## config.mk

```make
export PLATFORM = sky130hd
export DESIGN_NAME = clipped_blit_address_generator_unit
export DESIGN_NICKNAME = d
export VERILOG_FILES = /design/src/cbag_pkg.sv /design/src/cbag_front.sv /design/src/cbag_queue.sv /design/src/cbag_back.sv /design/src/clipped_blit_address_generator_unit.sv
export VERILOG_INCLUDE_DIRS = /design/src /design/src/src
export SDC_FILE = /design/constraint.sdc
export NUM_CORES = 2
export LEC_CHECK = 0
export ABC_AREA = 1
export BUFFER_PORTS_ARGS = -buffer_cell sky130_fd_sc_hd__buf_2
export CAP_MARGIN = 20
export CORE_MARGIN = 2
export CORE_UTILIZATION = 50
export DETAILED_ROUTE_END_ITERATION = 12
export GPL_TIMING_DRIVEN = 0
export HOLD_SLACK_MARGIN = 0.06
export PLACE_DENSITY = 0.73
export SLEW_MARGIN = 20
export SYNTH_ARGS = -nofsm -noshare
export SYNTH_HDL_FRONTEND = slang
export SYNTH_SLANG_ARGS = --single-unit
```

## constraint.sdc

```tcl
create_clock -name clock -period 20.8 [get_ports clock]
set_input_delay 4.16 -clock clock [delete_from_list [all_inputs] [get_ports clock]]
set_output_delay 4.16 -clock clock [all_outputs]
set_load 0.01 [all_outputs]
```

## src/assert_macros.svh

```systemverilog
// Assertion macros shared by the blit address generator modules.
`ifndef ASSERT_MACROS_SVH
`define ASSERT_MACROS_SVH
`ifndef NO_ASSERTIONS
`define ASSERT_IMPLIES(lbl, clk, rst, ante, cons) \
   lbl: assert property (@(posedge clk) disable iff (rst) (ante) |-> (cons)) \
      else $error("assertion failed");
`define ASSERT_NEXT(lbl, clk, rst, ante, cons) \
   lbl: assert property (@(posedge clk) disable iff (rst) (ante) |=> (cons)) \
      else $error("assertion failed");
`else
`define ASSERT_IMPLIES(lbl, clk, rst, ante, cons)
`define ASSERT_NEXT(lbl, clk, rst, ante, cons)
`endif
`endif

```

## src/cbag_pkg.sv

```systemverilog
// Shared constants, codes and width helpers of the blit address generator.
package cbag_pkg;

   localparam int MAX_DIM_DEF = 4096;
   localparam int QUEUE_DEPTH = 8;

   typedef enum logic {
      KIND_START   = 1'b0,
      KIND_ADVANCE = 1'b1
   } kind_type;

   // size and position fields: one bit wider than $clog2 of the largest size
   function automatic int dim_width(input int max_dim);
      return $clog2(max_dim) + 1;
   endfunction

   function automatic int off_width(input int max_dim);
      return 2 * $clog2(max_dim);
   endfunction

   // command word passed from front to back
   function automatic int cmd_width(input int max_dim);
      return 3 + 4 * dim_width(max_dim) + 2 * off_width(max_dim);
   endfunction

endpackage

```

## src/cbag_front.sv

```systemverilog
// Front end: accepts items, clips start commands and forms row start offsets.
module cbag_front import cbag_pkg::*; #(
   parameter int MAX_DIM = MAX_DIM_DEF
) (
   input  logic                             clock,
   input  logic                             reset,
   input  logic                             accept,
   input  logic                             req_kind,
   input  logic [dim_width(MAX_DIM)-1:0]    req_dest_width,
   input  logic [dim_width(MAX_DIM)-1:0]    req_dest_height,
   input  logic signed [dim_width(MAX_DIM)-1:0] req_dest_x,
   input  logic signed [dim_width(MAX_DIM)-1:0] req_dest_y,
   input  logic [dim_width(MAX_DIM)-1:0]    req_rect_width,
   input  logic [dim_width(MAX_DIM)-1:0]    req_rect_height,
   input  logic [dim_width(MAX_DIM)-1:0]    req_src_width,
   input  logic [dim_width(MAX_DIM)-1:0]    req_src_height,
   input  logic signed [dim_width(MAX_DIM)-1:0] req_src_x,
   input  logic signed [dim_width(MAX_DIM)-1:0] req_src_y,
   input  logic                             req_dest_before_src,
   output logic                             push,
   output logic [cmd_width(MAX_DIM)-1:0]    push_data,
   output logic [1:0]                       inflight
);

   localparam int DW = dim_width(MAX_DIM);
   localparam int OW = off_width(MAX_DIM);
   localparam int CW = DW + 4;
   localparam logic signed [CW-1:0] ZERO = '0;
   localparam logic signed [CW-1:0] ONE  = CW'(1);

   typedef struct packed {
      logic signed [CW-1:0] s0;
      logic signed [CW-1:0] s1;
      logic signed [CW-1:0] d0;
      logic signed [CW-1:0] d1;
   } axis_type;

   typedef struct packed {
      logic          is_start;
      logic          empty;
      logic          descending;
      logic [DW-1:0] width;
      logic [DW-1:0] height;
      logic [DW-1:0] src_stride;
      logic [DW-1:0] dest_stride;
      logic [OW-1:0] src_start;
      logic [OW-1:0] dest_start;
   } cmd_type;

   function automatic logic signed [CW-1:0] sext(input logic [DW-1:0] v);
      return {{(CW-DW){v[DW-1]}}, v};
   endfunction

   function automatic logic signed [CW-1:0] zext(input logic [DW-1:0] v);
      return {{(CW-DW){1'b0}}, v};
   endfunction

   // cut against the source surface, move the destination corners alike
   function automatic axis_type cut_src(input axis_type a, input logic signed [CW-1:0] lim);
      axis_type r;
      r = a;
      if (r.s0 < ZERO) begin
         r.d0 = r.d0 - r.s0;
         r.s0 = ZERO;
      end
      if (r.s1 >= lim) begin
         r.d1 = r.d1 - (r.s1 - lim + ONE);
         r.s1 = lim - ONE;
      end
      return r;
   endfunction

   function automatic axis_type cut_dst(input axis_type a, input logic signed [CW-1:0] lim);
      axis_type r;
      r = a;
      if (r.d0 < ZERO) begin
         r.s0 = r.s0 - r.d0;
         r.d0 = ZERO;
      end
      if (r.d1 >= lim) begin
         r.s1 = r.s1 - (r.d1 - lim + ONE);
         r.d1 = lim - ONE;
      end
      return r;
   endfunction

   function automatic logic axis_empty(input axis_type a, input logic signed [CW-1:0] slim,
                                       input logic signed [CW-1:0] dlim);
      return (a.s1 < ZERO) || (a.s0 >= slim) || (a.d1 < ZERO) || (a.d0 >= dlim) ||
             (a.s1 < a.s0);
   endfunction

   // stage 1: source clip
   logic                 v1_ff, start1_ff, asc1_ff, zero1_ff;
   axis_type             x1_ff, y1_ff, x1_in, y1_in;
   logic signed [CW-1:0] sw1_ff, sh1_ff, dw1_ff, dh1_ff;
   axis_type             xr, yr;

   always_comb begin
      xr.s0 = sext(req_src_x);
      xr.d0 = sext(req_dest_x);
      xr.s1 = xr.s0 + zext(req_rect_width) - ONE;
      xr.d1 = xr.d0 + zext(req_rect_width) - ONE;
      yr.s0 = sext(req_src_y);
      yr.d0 = sext(req_dest_y);
      yr.s1 = yr.s0 + zext(req_rect_height) - ONE;
      yr.d1 = yr.d0 + zext(req_rect_height) - ONE;
      x1_in = cut_src(xr, zext(req_src_width));
      y1_in = cut_src(yr, zext(req_src_height));
   end

   always_ff @(posedge clock) begin
      if (reset) begin
         v1_ff <= 1'b0;
      end else begin
         v1_ff <= accept;
      end
      start1_ff <= (req_kind == KIND_START);
      asc1_ff   <= req_dest_before_src;
      zero1_ff  <= (req_rect_width == '0) || (req_rect_height == '0);
      x1_ff     <= x1_in;
      y1_ff     <= y1_in;
      sw1_ff    <= zext(req_src_width);
      sh1_ff    <= zext(req_src_height);
      dw1_ff    <= zext(req_dest_width);
      dh1_ff    <= zext(req_dest_height);
   end

   // stage 2: destination clip, emptiness, corner selection
   axis_type      xd, yd;
   logic          empty2_in;
   logic          v2_ff, start2_ff, empty2_ff, desc2_ff;
   logic [DW-1:0] w2_ff, h2_ff, srow2_ff, scol2_ff, drow2_ff, dcol2_ff, sw2_ff, dw2_ff;

   always_comb begin
      xd = cut_dst(x1_ff, dw1_ff);
      yd = cut_dst(y1_ff, dh1_ff);
      empty2_in = zero1_ff || axis_empty(xd, sw1_ff, dw1_ff) ||
                  axis_empty(yd, sh1_ff, dh1_ff);
   end

   always_ff @(posedge clock) begin
      if (reset) begin
         v2_ff <= 1'b0;
      end else begin
         v2_ff <= v1_ff;
      end
      start2_ff <= start1_ff;
      empty2_ff <= empty2_in;
      desc2_ff  <= !asc1_ff;
      w2_ff     <= DW'(xd.s1 - xd.s0 + ONE);
      h2_ff     <= DW'(yd.s1 - yd.s0 + ONE);
      srow2_ff  <= asc1_ff ? DW'(yd.s0) : DW'(yd.s1);
      scol2_ff  <= asc1_ff ? DW'(xd.s0) : DW'(xd.s1);
      drow2_ff  <= asc1_ff ? DW'(yd.d0) : DW'(yd.d1);
      dcol2_ff  <= asc1_ff ? DW'(xd.d0) : DW'(xd.d1);
      sw2_ff    <= DW'(sw1_ff);
      dw2_ff    <= DW'(dw1_ff);
   end

   // stage 3: row times stride
   logic [2*DW-1:0] sprod, dprod;
   logic            v3_ff, start3_ff, empty3_ff, desc3_ff;
   logic [OW-1:0]   sprod3_ff, dprod3_ff;
   logic [DW-1:0]   w3_ff, h3_ff, scol3_ff, dcol3_ff, sw3_ff, dw3_ff;

   assign sprod = srow2_ff * sw2_ff;
   assign dprod = drow2_ff * dw2_ff;

   always_ff @(posedge clock) begin
      if (reset) begin
         v3_ff <= 1'b0;
      end else begin
         v3_ff <= v2_ff;
      end
      start3_ff <= start2_ff;
      empty3_ff <= empty2_ff;
      desc3_ff  <= desc2_ff;
      sprod3_ff <= sprod[OW-1:0];
      dprod3_ff <= dprod[OW-1:0];
      w3_ff     <= w2_ff;
      h3_ff     <= h2_ff;
      scol3_ff  <= scol2_ff;
      dcol3_ff  <= dcol2_ff;
      sw3_ff    <= sw2_ff;
      dw3_ff    <= dw2_ff;
   end

   cmd_type cmd;

   always_comb begin
      cmd.is_start    = start3_ff;
      cmd.empty       = empty3_ff;
      cmd.descending  = desc3_ff;
      cmd.width       = w3_ff;
      cmd.height      = h3_ff;
      cmd.src_stride  = sw3_ff;
      cmd.dest_stride = dw3_ff;
      cmd.src_start   = sprod3_ff + OW'(scol3_ff);
      cmd.dest_start  = dprod3_ff + OW'(dcol3_ff);
   end

   assign push      = v3_ff;
   assign push_data = cmd;
   assign inflight  = 2'({1'b0, v1_ff} + {1'b0, v2_ff} + {1'b0, v3_ff});

endmodule

```

## src/cbag_queue.sv

```systemverilog
// Command queue between the front end and the pixel sequencer.
`include "assert_macros.svh"
module cbag_queue import cbag_pkg::*; #(
   parameter int DEPTH = QUEUE_DEPTH,
   parameter int WIDTH = 8
) (
   input  logic                       clock,
   input  logic                       reset,
   input  logic                       push,
   input  logic [WIDTH-1:0]           push_data,
   input  logic                       pop,
   output logic                       not_empty,
   output logic [WIDTH-1:0]           head_data,
   output logic [$clog2(DEPTH+1)-1:0] count
);

   localparam int PW = $clog2(DEPTH);
   localparam int NW = $clog2(DEPTH + 1);

   logic [WIDTH-1:0] mem_ff [DEPTH];
   logic [PW-1:0]    wr_ptr_ff, wr_ptr_in, rd_ptr_ff, rd_ptr_in;
   logic [NW-1:0]    count_ff, count_in;

   always_comb begin
      wr_ptr_in = wr_ptr_ff;
      rd_ptr_in = rd_ptr_ff;
      // wrap at the last slot so any depth works
      if (push) begin
         wr_ptr_in = (wr_ptr_ff == PW'(DEPTH - 1)) ? '0 : PW'(wr_ptr_ff + 1'b1);
      end
      if (pop) begin
         rd_ptr_in = (rd_ptr_ff == PW'(DEPTH - 1)) ? '0 : PW'(rd_ptr_ff + 1'b1);
      end
      count_in  = count_ff;
      if (push && !pop) begin
         count_in = NW'(count_ff + 1'b1);
      end else if (pop && !push) begin
         count_in = NW'(count_ff - 1'b1);
      end
   end

   always_ff @(posedge clock) begin
      if (reset) begin
         wr_ptr_ff <= '0;
         rd_ptr_ff <= '0;
         count_ff  <= '0;
      end else begin
         wr_ptr_ff <= wr_ptr_in;
         rd_ptr_ff <= rd_ptr_in;
         count_ff  <= count_in;
      end
   end

   always_ff @(posedge clock) begin
      if (push) begin
         mem_ff[wr_ptr_ff] <= push_data;
      end
   end

   assign not_empty = (count_ff != '0);
   assign head_data = mem_ff[rd_ptr_ff];
   assign count     = count_ff;

   `ASSERT_IMPLIES(a_no_overflow, clock, reset, push && !pop, count_ff != NW'(DEPTH))
   `ASSERT_IMPLIES(a_no_underflow, clock, reset, pop, count_ff != '0)

endmodule

```

## src/cbag_back.sv

```systemverilog
// Back end: holds the run state and steps out one offset pair per advance beat.
`include "assert_macros.svh"
module cbag_back import cbag_pkg::*; #(
   parameter int MAX_DIM = MAX_DIM_DEF
) (
   input  logic                          clock,
   input  logic                          reset,
   input  logic                          q_valid,
   input  logic [cmd_width(MAX_DIM)-1:0] q_data,
   output logic                          q_pop,
   output logic                          rsp_valid,
   input  logic                          rsp_ready,
   output logic                          rsp_pixel_valid,
   output logic [off_width(MAX_DIM)-1:0] rsp_src_offset,
   output logic [off_width(MAX_DIM)-1:0] rsp_dest_offset,
   output logic                          rsp_last,
   output logic                          rsp_empty_res,
   output logic [dim_width(MAX_DIM)-1:0] rsp_clipped_width,
   output logic [dim_width(MAX_DIM)-1:0] rsp_clipped_height
);

   localparam int DW = dim_width(MAX_DIM);
   localparam int OW = off_width(MAX_DIM);

   typedef struct packed {
      logic          is_start;
      logic          empty;
      logic          descending;
      logic [DW-1:0] width;
      logic [DW-1:0] height;
      logic [DW-1:0] src_stride;
      logic [DW-1:0] dest_stride;
      logic [OW-1:0] src_start;
      logic [OW-1:0] dest_start;
   } cmd_type;

   cmd_type cmd;
   assign cmd = cmd_type'(q_data);

   logic          run_active_ff, run_active_in, desc_ff, desc_in;
   logic [OW-1:0] src_row_ff, src_row_in, dest_row_ff, dest_row_in;
   logic [DW-1:0] col_ff, col_in, rows_ff, rows_in, width_ff, width_in;
   logic [DW-1:0] sstr_ff, sstr_in, dstr_ff, dstr_in;

   logic          rsp_valid_ff, rsp_valid_in, pix_ff, pix_in, last_ff, last_in;
   logic          empty_ff, empty_in;
   logic [OW-1:0] soff_ff, soff_in, doff_ff, doff_in;
   logic [DW-1:0] cw_ff, cw_in, ch_ff, ch_in;

   logic          row_end, fin, pop;

   assign pop     = q_valid && (!rsp_valid_ff || rsp_ready);
   assign row_end = ({1'b0, col_ff} + 1'b1) >= {1'b0, width_ff};
   assign fin     = row_end && (rows_ff <= DW'(1));

   always_comb begin
      run_active_in = run_active_ff;
      desc_in       = desc_ff;
      src_row_in    = src_row_ff;
      dest_row_in   = dest_row_ff;
      col_in        = col_ff;
      rows_in       = rows_ff;
      width_in      = width_ff;
      sstr_in       = sstr_ff;
      dstr_in       = dstr_ff;
      rsp_valid_in  = rsp_valid_ff && !rsp_ready;
      pix_in        = pix_ff;
      last_in       = last_ff;
      empty_in      = empty_ff;
      soff_in       = soff_ff;
      doff_in       = doff_ff;
      cw_in         = cw_ff;
      ch_in         = ch_ff;
      if (pop) begin
         rsp_valid_in = 1'b1;
         pix_in       = 1'b0;
         last_in      = 1'b0;
         empty_in     = 1'b0;
         soff_in      = '0;
         doff_in      = '0;
         cw_in        = '0;
         ch_in        = '0;
         if (cmd.is_start) begin
            // a new command drops any run in progress
            run_active_in = !cmd.empty;
            empty_in      = cmd.empty;
            if (!cmd.empty) begin
               cw_in       = cmd.width;
               ch_in       = cmd.height;
               desc_in     = cmd.descending;
               src_row_in  = cmd.src_start;
               dest_row_in = cmd.dest_start;
               col_in      = '0;
               rows_in     = cmd.height;
               width_in    = cmd.width;
               sstr_in     = cmd.src_stride;
               dstr_in     = cmd.dest_stride;
            end
         end else if (run_active_ff) begin
            pix_in  = 1'b1;
            last_in = fin;
            if (desc_ff) begin
               soff_in = src_row_ff - OW'(col_ff);
               doff_in = dest_row_ff - OW'(col_ff);
            end else begin
               soff_in = src_row_ff + OW'(col_ff);
               doff_in = dest_row_ff + OW'(col_ff);
            end
            if (fin) begin
               run_active_in = 1'b0;
               col_in        = '0;
               rows_in       = '0;
            end else if (row_end) begin
               // step to the next row
               col_in  = '0;
               rows_in = DW'(rows_ff - 1'b1);
               if (desc_ff) begin
                  src_row_in  = src_row_ff - OW'(sstr_ff);
                  dest_row_in = dest_row_ff - OW'(dstr_ff);
               end else begin
                  src_row_in  = src_row_ff + OW'(sstr_ff);
                  dest_row_in = dest_row_ff + OW'(dstr_ff);
               end
            end else begin
               col_in = DW'(col_ff + 1'b1);
            end
         end
      end
   end

   always_ff @(posedge clock) begin
      if (reset) begin
         run_active_ff <= 1'b0;
         desc_ff       <= 1'b0;
         col_ff        <= '0;
         rows_ff       <= '0;
         width_ff      <= '0;
         rsp_valid_ff  <= 1'b0;
      end else begin
         run_active_ff <= run_active_in;
         desc_ff       <= desc_in;
         col_ff        <= col_in;
         rows_ff       <= rows_in;
         width_ff      <= width_in;
         rsp_valid_ff  <= rsp_valid_in;
      end
      src_row_ff  <= src_row_in;
      dest_row_ff <= dest_row_in;
      sstr_ff     <= sstr_in;
      dstr_ff     <= dstr_in;
      pix_ff      <= pix_in;
      last_ff     <= last_in;
      empty_ff    <= empty_in;
      soff_ff     <= soff_in;
      doff_ff     <= doff_in;
      cw_ff       <= cw_in;
      ch_ff       <= ch_in;
   end

   assign q_pop              = pop;
   assign rsp_valid          = rsp_valid_ff;
   assign rsp_pixel_valid    = pix_ff;
   assign rsp_src_offset     = soff_ff;
   assign rsp_dest_offset    = doff_ff;
   assign rsp_last           = last_ff;
   assign rsp_empty_res      = empty_ff;
   assign rsp_clipped_width  = cw_ff;
   assign rsp_clipped_height = ch_ff;

   `ASSERT_IMPLIES(a_last_has_pixel, clock, reset, rsp_valid_ff && last_ff, pix_ff)
   `ASSERT_NEXT(a_fin_ends_run, clock, reset, pop && !cmd.is_start && run_active_ff && fin, !run_active_ff)

endmodule

```

## src/clipped_blit_address_generator_unit.sv

```systemverilog
// Top level of the clipped blit address generator.
// Usage:
//   The req_ channel takes one item per beat. A start beat (req_kind = 0) carries
//   both surface sizes, both corners, the rectangle size and the order flag; its
//   result reports the clipped width and height, or rsp_empty_res when nothing is
//   left. Each advance beat (req_kind = 1) yields one source/destination offset
//   pair on the rsp_ channel; the final pair of the run has rsp_last set. An
//   advance with no run active returns a result with all fields zero.
// Throughput and path:
//   One item per cycle sustained while rsp_ready stays high. When the command queue
//   is empty, an accepted item passes through the front-end stages of source clip,
//   destination clip and row-times-stride multiply, then through the queue, before
//   the output register loads. The queue holds eight commands; req_ready drops once the
//   queue and front-end pipeline together hold that many.
// Reset and stalls:
//   Synchronous reset empties the pipeline and queue and ends any run. When the
//   receiver holds rsp_ready low the output register keeps its beat, the queue
//   fills, and req_ready falls; nothing is lost or repeated.
module clipped_blit_address_generator_unit import cbag_pkg::*; #(
   parameter int MAX_DIM = MAX_DIM_DEF,
   parameter int QDEPTH  = QUEUE_DEPTH
) (
   input  logic                              clock,
   input  logic                              reset,
   input  logic                              req_valid,
   output logic                              req_ready,
   input  logic                              req_kind,
   input  logic [dim_width(MAX_DIM)-1:0]     req_dest_width,
   input  logic [dim_width(MAX_DIM)-1:0]     req_dest_height,
   input  logic signed [dim_width(MAX_DIM)-1:0] req_dest_x,
   input  logic signed [dim_width(MAX_DIM)-1:0] req_dest_y,
   input  logic [dim_width(MAX_DIM)-1:0]     req_rect_width,
   input  logic [dim_width(MAX_DIM)-1:0]     req_rect_height,
   input  logic [dim_width(MAX_DIM)-1:0]     req_src_width,
   input  logic [dim_width(MAX_DIM)-1:0]     req_src_height,
   input  logic signed [dim_width(MAX_DIM)-1:0] req_src_x,
   input  logic signed [dim_width(MAX_DIM)-1:0] req_src_y,
   input  logic                              req_dest_before_src,
   output logic                              rsp_valid,
   input  logic                              rsp_ready,
   output logic                              rsp_pixel_valid,
   output logic [off_width(MAX_DIM)-1:0]     rsp_src_offset,
   output logic [off_width(MAX_DIM)-1:0]     rsp_dest_offset,
   output logic                              rsp_last,
   output logic                              rsp_empty_res,
   output logic [dim_width(MAX_DIM)-1:0]     rsp_clipped_width,
   output logic [dim_width(MAX_DIM)-1:0]     rsp_clipped_height
);

   localparam int CMDW = cmd_width(MAX_DIM);
   localparam int NW   = $clog2(QDEPTH + 1);

   logic            accept, push, q_pop, q_valid;
   logic [CMDW-1:0] push_data, q_data;
   logic [1:0]      inflight;
   logic [NW-1:0]   q_count;
   logic [NW:0]     committed;

   // hold off new beats while every queue slot is spoken for
   assign committed = (NW+1)'(q_count) + (NW+1)'(inflight);
   assign req_ready = committed < (NW+1)'(QDEPTH);
   assign accept    = req_valid && req_ready;

   cbag_front #(
      .MAX_DIM (MAX_DIM)
   ) u_front (
      .clock               (clock),
      .reset               (reset),
      .accept              (accept),
      .req_kind            (req_kind),
      .req_dest_width      (req_dest_width),
      .req_dest_height     (req_dest_height),
      .req_dest_x          (req_dest_x),
      .req_dest_y          (req_dest_y),
      .req_rect_width      (req_rect_width),
      .req_rect_height     (req_rect_height),
      .req_src_width       (req_src_width),
      .req_src_height      (req_src_height),
      .req_src_x           (req_src_x),
      .req_src_y           (req_src_y),
      .req_dest_before_src (req_dest_before_src),
      .push                (push),
      .push_data           (push_data),
      .inflight            (inflight)
   );

   cbag_queue #(
      .DEPTH (QDEPTH),
      .WIDTH (CMDW)
   ) u_queue (
      .clock     (clock),
      .reset     (reset),
      .push      (push),
      .push_data (push_data),
      .pop       (q_pop),
      .not_empty (q_valid),
      .head_data (q_data),
      .count     (q_count)
   );

   cbag_back #(
      .MAX_DIM (MAX_DIM)
   ) u_back (
      .clock              (clock),
      .reset              (reset),
      .q_valid            (q_valid),
      .q_data             (q_data),
      .q_pop              (q_pop),
      .rsp_valid          (rsp_valid),
      .rsp_ready          (rsp_ready),
      .rsp_pixel_valid    (rsp_pixel_valid),
      .rsp_src_offset     (rsp_src_offset),
      .rsp_dest_offset    (rsp_dest_offset),
      .rsp_last           (rsp_last),
      .rsp_empty_res      (rsp_empty_res),
      .rsp_clipped_width  (rsp_clipped_width),
      .rsp_clipped_height (rsp_clipped_height)
   );

endmodule

```

==> flow_summary.ini <==
[sta]
post-route-min-period_ns = 8.192
rsz0062_at_grt = false
fin_skew_ns = 0.04905
fmax_mhz = 122.1
relSlewSlack_pct = 14.17
fin_tns_setup_ns = 0
worst_pin_slew_ns = 1.278
drv_slew = 0
fin_crit_sh_pct = 39.38
finalHoldViolCount = 0
finalSetupViolations = 0

[route]
drcViolationCount = 0
routed_wl_mm = 257.3
drt_iter0_drc = 7204
antenna_left = 0
vias = 67780
via_per_inst = 5.635
routedWlPerCell_microns = 21.39
first_pass_iters = 8

[global_routing]
antenna_found_initial = 23
grt_pass1_wl_mm = 386.7
grt_use_met1_pct = 37.39
grt_max_degree = 33
met2_usage_pct = 48.01
grt_usage_pct = 29.17
overflow = 0
gr-max-usage-layer = met2
first_global_vias = 65780
met3_usage_pct = 4.578

[logic_synthesis]
ys_seq_elements = 1446
synthTopCellsByCount = nand2_1, inv_1, edfxtp_1
synth_cell_types = 72
post-synth-top-count-cell = nand2_1
yosys-top-cells-area = edfxtp_1, dfxtp_1, ha_1
synthArstFlopShare_pct = 0
synth_area_sq_mm = 0.08515
synth_top_area_share_pct = 34.39
synth_top_flop_cell = edfxtp_1
syn_inst = 9253
syn_area_per_cell_sq_um = 9.202
synth_edf_count = 975
synth_top_cell_by_area = edfxtp_1
yosysSeqAreaShare_pct = 45.46
synth_warnings = 0

[clock_network]
h-tree-depth = 4
postCtsSetupRepairBufs = 0
path_clk_slew_ns = 0.06
cts_tree = built
cts_hold_buf = 0
insertion_delay_ns = 0.81
numCtsBuffers = 150
clockRootBuffer = clkbuf_16
clk_path_buf_depth = 3
cts_sinks = 1446
cts_resized = 0

[worst_setup_path]
critical_path.endpoint_type = register
cp-start-kind = primary input
slowest_delay_ns = 0.48
critPathMaxFanout = 5
worst_path_most_repeated_cell = nand3_1
crit_start = req_dest_x[0]
critPathKind = in2reg
slowest_stage = xnor2_1
path_cells = buf_2 > ha_1 > fa_1 > nand3_1 > nand3_1 > xnor2_1 > inv_1 > nor3_2 > nand3_1 > nor2_1 > nand2_1 > xor2_1 > inv_1 > fa_1 > inv_1 > ha_1 > nand2_1 > nor2_1 > nand3_1 > o2111ai_1 > nand3_1 > nand2_1 > xor2_1 > o21ai_0
cp.required_ns = 21.46
arrival_ns = 8.85
r2r_start = u_front.drow2_ff[6]

[floorplanning]
die-area_sq_mm = 0.1736
fp.dieW_microns = 416.7
fp.coreArea_sq_mm = 0.1693
ios = 215
die_h_microns = 416.7
start_util_pct = 50.30
num_rows = 151

[final_layout]
n_fill_cell = 14580
multi_input_area_sq_mm = 0.04045
utilization_pct = 56.31
nets = 10760
seqCellArea_sq_mm = 0.03871
area_growth_pct = 11.96
layout-drive-gt1-share_pct = 6.544

[outcome]
status = complete, no violations

[min_path]
hold_path.class = reg2reg
min_from = u_front.h2_ff[11]

[placement]
io_buffers = 214
gp_congestion = 1.004
dp_hpwl_mm = 202.2

[run]
maxCapViolations = 0
==> sequential cells by signal, indices dropped and copies added, names as in the netlist, 24 cells and up, named ones only <==
| signal | flops |
|---|---|
| u_back.dest_row_ff | 24 |
| u_back.rsp_dest_offset | 24 |
| u_back.rsp_src_offset | 24 |
| u_back.src_row_ff | 24 |
| u_front.dprod3_ff | 24 |
| u_front.sprod3_ff | 24 |
| u_front.x1_ff | 61 |
| u_front.y1_ff | 61 |
| u_queue.mem_ff | 824 |
==> logic make-up (layout without fill, tap and decap cells) <==
kind of cell	after synthesis	count (layout)	share of synthesized area, %
other cells	1	16	0.004404
simple gates	3139	3139	15.03
buf+inv	1588	2129	7.143
fa+ha+maj	953	953	16.84
compound gates	1707	1707	11.10
mux	18	18	0.2116
flops	1446	1446	45.46
xor+xnor	401	401	4.209
==> path summary, 6_finish.rpt <==
kind         depth (start not counted)  slack, ns               endpoint
min reg2reg                          0       0.32      u_front.h3_ff[11]
min                                  0       0.32      u_front.h3_ff[11]
max reg2reg                         22      14.71  u_front.dprod3_ff[21]
max                                 24      12.61      u_front.x1_ff[14]
==> layer usage <==
| layer | up-vias | part of all wire [%] |
|---|---|---|
| met5 | - | 0.047 |
| met4 | 18 | 5.7 |
| met3 | 638 | 8.5 |
| met2 | 3190 | 46 |
| met1 | 32280 | 39 |
| li1 | 31650 | - |
==> cells in the final DEF (no fill, tap or decap), types with 28 or more instances in the layout <==
master,netlist,layout
buf_2,25,239
clkbuf_1,244,277
o21bai_1,42,42
o22ai_1,144,144
fa_1,322,322
o221ai_1,28,28
clkbuf_16,0,154
nand2_1,1758,1758
edfxtp_1,975,975
dfxtp_1,471,471
nor3_1,65,65
xnor2_1,126,125
a21oi_1,498,497
inv_1,1273,1273
ha_1,631,631
or2_2,32,32
xor2_1,267,266
a31oi_1,57,57
o21ai_0,764,756
o21ai_1,34,42
nand3_1,246,246
nand4_1,93,93
a21o_1,28,28
nor2_1,867,859
==> per-stage QoR <==
step	worst slack, ns	hold WS, ns	instance area (sq um)	instances
floorplan	9.876	0.3096	85150	9254
global placement	6.744	0.3097	89000	11690
detailed placement	11.85	0.3121	90190	11730
CTS	12.69	0.3251	95280	12010
global route	12.13	0.3242	95310	12020
finish	12.61	0.3219	95330	12030
==> layout make-up <==
type	count	share of cell area (%)
Timing Repair Buffer	262	2.294
Clock inverter	84	1.049
Buffer	301	1.305
Tap cell	2218	2.911
Antenna cell	14	0.03675
Inverter	1287	5.076
Sequential cell	1446	40.60
Clock buffer	195	4.288
Multi-Input combinational cell	6220	42.44
==> critical path: cells and delay by family <==
| kind | cells | cell delay, ns |
|---|---|---|
| compound gates | 2 | 0.34 |
| fa+ha+maj | 4 | 1.53 |
| simple gates | 11 | 1.63 |
| xor+xnor | 3 | 0.80 |
| buf+inv | 4 | 0.38 |
Power is not shown: default switching activity piles up to over one toggle a cycle in this logic, so the estimate is an artifact.
